### src/design/spf_pkg.sv
`default_nettype none
package spf_pkg;

  // coordinate format
  localparam int CW = 32;             // coordinate width
  localparam int FB = 16;             // fraction bits

  // derived widths
  localparam int DW   = CW + 1;       // coordinate difference
  localparam int PW   = 2 * DW;       // product of two differences
  localparam int SW   = PW + 2;       // sum of three products
  localparam int NW   = SW + FB + 2;  // scaled dividend
  localparam int DVW  = SW + 1;       // doubled divisor
  localparam int NST  = CW + 3;       // quotient bits, one divider stage each
  localparam int CMPW = DVW + NST;    // divider compare width
  localparam int GW   = NST;          // internal gamma, signed
  localparam int PGW  = GW + DW;      // gamma times difference
  localparam int QDEPTH = 4;
  localparam int QAW    = $clog2(QDEPTH);

  localparam logic [NST-1:0] GAMMA_LIM = NST'(1) << (CW + 1);
  localparam logic [GW-1:0]  GAMMA_HALF = GW'(1) << (FB - 1);
  localparam logic [PGW-1:0] ROUND_HALF = PGW'(1) << (FB - 1);

  typedef logic signed [CW-1:0] coord_t;
  typedef logic [2:0][CW-1:0] vec_t;
  typedef logic [2:0][DW-1:0] dvec_t;

  // one classified request between front and back
  typedef struct packed {
    logic [SW-1:0] num;
    logic [SW-1:0] den;
    vec_t          c;
    vec_t          k;
    dvec_t         u;
  } q_ent_t;

  typedef struct packed {
    logic full;
    logic empty;
  } q_stat_t;

  // per-request data that rides along the divider
  typedef struct packed {
    logic  deg;
    logic  neg;
    vec_t  c;
    vec_t  k;
    dvec_t u;
  } side_t;

  // clamp a gamma-width value to the coordinate range
  function automatic coord_t sat_g(input logic [GW-1:0] v);
    logic [GW-CW:0] top;
    top = v[GW-1:CW-1];
    if ((&top) || !(|top)) return v[CW-1:0];
    return v[GW-1] ? {1'b1, {(CW-1){1'b0}}} : {1'b0, {(CW-1){1'b1}}};
  endfunction

  // clamp a product-width value to the coordinate range
  function automatic coord_t sat_p(input logic [PGW-1:0] v);
    logic [PGW-CW:0] top;
    top = v[PGW-1:CW-1];
    if ((&top) || !(|top)) return v[CW-1:0];
    return v[PGW-1] ? {1'b1, {(CW-1){1'b0}}} : {1'b0, {(CW-1){1'b1}}};
  endfunction

  // clamp a one-bit-wider value to the coordinate range
  function automatic coord_t sat_d(input logic [DW-1:0] v);
    if (v[DW-1] == v[DW-2]) return v[CW-1:0];
    return v[DW-1] ? {1'b1, {(CW-1){1'b0}}} : {1'b0, {(CW-1){1'b1}}};
  endfunction

endpackage
`default_nettype wire

### src/design/spf_queue.sv
`default_nettype none
module spf_queue (
  input  wire logic             clk,
  input  wire logic             rst_n,
  input  wire logic             push,
  input  wire spf_pkg::q_ent_t  push_data,
  input  wire logic             pop,
  output spf_pkg::q_ent_t       pop_data,
  output spf_pkg::q_stat_t      stat
);

  spf_pkg::q_ent_t mem_r [spf_pkg::QDEPTH];
  logic [spf_pkg::QAW-1:0] wp_r, rp_r;
  logic [spf_pkg::QAW:0]   cnt_r;

  assign stat.full  = (cnt_r == (spf_pkg::QAW+1)'(spf_pkg::QDEPTH));
  assign stat.empty = (cnt_r == '0);
  assign pop_data   = mem_r[rp_r];

  // advance pointers and count
  always_ff @(posedge clk) begin
    if (!rst_n) begin
      wp_r  <= '0;
      rp_r  <= '0;
      cnt_r <= '0;
    end else begin
      if (push) wp_r <= wp_r + 1'b1;
      if (pop)  rp_r <= rp_r + 1'b1;
      if (push && !pop)      cnt_r <= cnt_r + 1'b1;
      else if (pop && !push) cnt_r <= cnt_r - 1'b1;
    end
  end

  always_ff @(posedge clk) begin
    if (push) mem_r[wp_r] <= push_data;
  end

endmodule
`default_nettype wire

### config.mk
export PLATFORM = sky130hd
export DESIGN_NAME = spf_queue
export DESIGN_NICKNAME = d
export VERILOG_FILES = /design/src/design/spf_pkg.sv /design/src/design/spf_queue.sv
export SDC_FILE = /design/constraint.sdc
export NUM_CORES = 1
export LEC_CHECK = 0
export ABC_AREA = 0
export BUFFER_PORTS_ARGS = -buffer_cell sky130_fd_sc_hd__clkbuf_2
export CAP_MARGIN = 10
export CORE_MARGIN = 2
export CORE_UTILIZATION = 55
export CTS_BUF_LIST = sky130_fd_sc_hd__clkbuf_4 sky130_fd_sc_hd__clkbuf_8 sky130_fd_sc_hd__clkbuf_16
export CTS_CLUSTER_DIAMETER = 150
export DETAILED_ROUTE_END_ITERATION = 10
export GPL_ROUTABILITY_DRIVEN = 0
export MAX_ROUTING_LAYER = met4
export PLACE_DENSITY = 0.88
export SLEW_MARGIN = 25
export SYNTH_ARGS = -nofsm -noshare
export SYNTH_HDL_FRONTEND = slang
export SYNTH_SLANG_ARGS = --single-unit
### constraint.sdc
create_clock -name clk -period 20.1 [get_ports clk]
set_input_delay 1.005 -clock clk [delete_from_list [all_inputs] [get_ports clk]]
set_output_delay 1.005 -clock clk [all_outputs]
set_load 0.02 [all_outputs]
==> key figures <==
Finish
  • Register area: 51500 um^2
  • Area Overhead vs Synth: 18.5%
  • Nets@finish: 3671
  • Most common cell after layout, fill and taps aside: edfxtp_1
  • Multi-input gate area: 9880 um^2
  • Fin util: 0.655
  • Design Area, Final: 73400 um^2
  • Most frequent cells in the layout: 1708 x edfxtp_1, 859 x clkbuf_2, 427 x mux4_2
  • Layout cells sized above 1: 0.470
  • Final Instance Count excl. Fillers: 4907
  • Fillcell total: 6659

Timing
  • Clk_skew: 51.1 ps
  • Final period util: 0.276
  • Setup TNS: 0 ps
  • Final Max Tran Viols: 0
  • RSZ-0062 raised after global routing: false
  • Slew of the pin with the lowest slew margin: 1220 ps
  • Setup ws final: 14560 ps
  • Final Hold Viols: 0
  • Setup-failing EPs final: 0
  • Normalized max-slew margin: 0.185
  • Maximum clock rate: 180 MHz
  • Hold_ws: 436 ps
  • Fin crit period: 5550 ps

Synth
  • Synth top area share: 0.829
  • Post-synthesis adder-cell area fraction: 0.00133
  • Mux cell area share after synthesis: 0.156
  • Count of mapped cells out of synthesis: 2273
  • XOR/XNOR share of the synthesized area: 0.000707
  • Post-synthesis cell type count: 22
  • Yosys reg bits: 1717
  • Synth top area cells: edfxtp_1 83%, mux4_2 16%, buf_4 0.36%, buf_2 0.30%, dfxtp_1 0.29%
  • Synth Area in Compound Gates: 0.000202
  • Post-Synth Simple-Gate Area: 0.00148
  • Post-synthesis sequential area ratio: 0.831
  • Synth Net Count: 2710
  • Mean post-synth cell area: 27.2 um^2
  • YS warnings: 0
  • Post-Syn Area: 61900 um^2
  • Largest family of logic cells by synthesized area: multiplexers
  • Area leader, netlist: edfxtp_1

Floorplanning
  • Starting Density: 0.553
  • Die Y: 339 um
  • # rows: 123
  • CORE AREA: 112000 um^2
  • Die width: 339 um
  • Die area: 115000 um^2
  • I/O pin cnt: 860

Global routing
  • Tot GR Track Use: 0.276
  • Initial antenna violation count: 40
  • Pin count of the biggest net entering global routing: 158
  • Vias in the first global route: 31900
  • Global-route wire length before repair: 222 mm
  • Total congestion overflow: 0

Hold path
  • HP Class: primary input to register
  • Hold Path Depth: 1
  • Worst Hold Launch: push_data[186]
  • End of the worst hold path: mem_r[1][186]$_DFFE_PP_

Placed design
  • Placed Area: 67900 um^2
  • Dpl ws: 14980 ps
  • Dpl hpwl: 89.3 mm
  • # placed instances: 4569
  • Port Buffers: 859

Worst setup path
  • R2R cell count: 7
  • Max FO, Critical Path: 98
  • R2r setup slk: 15770 ps
  • Critical Path RT: 19090 ps
  • Max incr delay on CP: 790 ps
  • Worst setup SP type: register
  • Reg2reg start: wp_r[0]$_SDFFE_PN0P_
  • CP max stage cell: buf_4
  • Setup CP Type: register to output pin
  • CP Cell Sequence: buf_12 > buf_6 > buf_4 > mux4_2 > clkbuf_2
  • Critical Path Sink Type: output pin
  • FF-to-FF End: mem_r[3][371]$_DFFE_PP_
  • Worst EP arrival: 4540 ps

CTS
  • CTS clk-pin slew, worst paths: 70 ps
  • Clk Latency, worst-skew pair: 790 ps
  • CTS Hold Bufs: 0
  • Max Root-Sink Buffers: 3
  • Post-CTS setup buffer count: 0
  • Post-CTS sizing: 0
  • Root buffer cell: clkbuf_16
  • CTS sink cnt: 1717
  • H-Tree Level Count: 4
  • CTS buffer count: 163
  • Clock tree from TritonCTS: built

Outcome
  • Status: completed

Routing
  • Drt drc: 0
  • Routed wire per std cell: 32.2 um
  • Via count: 30300
  • TritonRoute pass-1 iters: 6
  • Initial drt markers: 3077
  • DRT antenna net count: 0
  • Drt total wl: 158 mm
  • Average vias per placed instance: 6.18

Power
  • Max VDD drop: 128 uV
  • LEAKAGE: 24.6 nW
  • Design Power: 8.13 mW
  • PD cells: 111 nW/um^2

Job
  • Max-Cap Viols: 0
-- routing by layer --
layer,vias up,GRT usage,share of wire
met5,-,-,0
met4,0,0.131,0.058
met3,490,0.0744,0.097
met2,2225,0.465,0.53
met1,15700,0.306,0.31
li1,11900,-,-
-- how the worst max path moves through the flow --
stage                         from               endpoint  cells past startpoint
after floorplan               push  mem_r[0][0]$_DFFE_PP_                      1
after global placement    register          pop_data[299]                      5
after detailed placement  register          pop_data[302]                      5
after CTS                 register          pop_data[349]                      5
after global routing      register          pop_data[349]                      5
final                     register          pop_data[349]                      5
-- state kept, by name, summed over array words and instances, names as in the netlist, named ones only --
register	flops
wp_r	2
mem_r	1708
cnt_r	3
rp_r	2
-- kinds of logic after synthesis --
kind of cell             after synthesis
AO/OA/AOI/OAI                          2
multiplexers                         429
adder cells (fa/ha/maj)                6
AND/OR/NAND/NOR                       15
flip-flops                          1717
buffers and inverters                 99
XOR/XNOR                               5
-- power breakdown --
group          total [mW]  internal, mW  switching, mW
sequential           4.18          4.12         0.0628
clock                3.05          1.71           1.34
combinational       0.888         0.323          0.565
-- Yosys cell counts --
cell type and instances:
fa_1 1, nor2b_1 2, inv_1 4, buf_1 20, a21boi_0 1, ha_1 5, xnor2_1 2, edfxtp_1 1708
mux4_2 427, or3_1 1, nand2_1 1, buf_4 30, nor3_1 1, xor2_1 3, nor3b_1 1, dfxtp_1 9
clkbuf_1 3, o21ai_0 1, mux2i_1 2, buf_6 5, and2_1 9, buf_2 37
-- critical path: cells and delay by family (launching register included) --
family	cells	cell delay [ps]
buf+inv	4	2220
mux	1	640
flops	1	680
-- cell type report --
| class | count | area share |
|---|---|---|
| Multi-Input combinational cell | 457 | 0.135 |
| Clock inverter | 94 | 0.0118 |
| Clock buffer | 200 | 0.0606 |
| Tap cell | 1500 | 0.0256 |
| Sequential cell | 1717 | 0.702 |
| Inverter | 4 | 0.000205 |
| Timing Repair Buffer | 891 | 0.0639 |
| Antenna cell | 44 | 0.00150 |
Note: power is estimated with default switching activity, not from simulation.
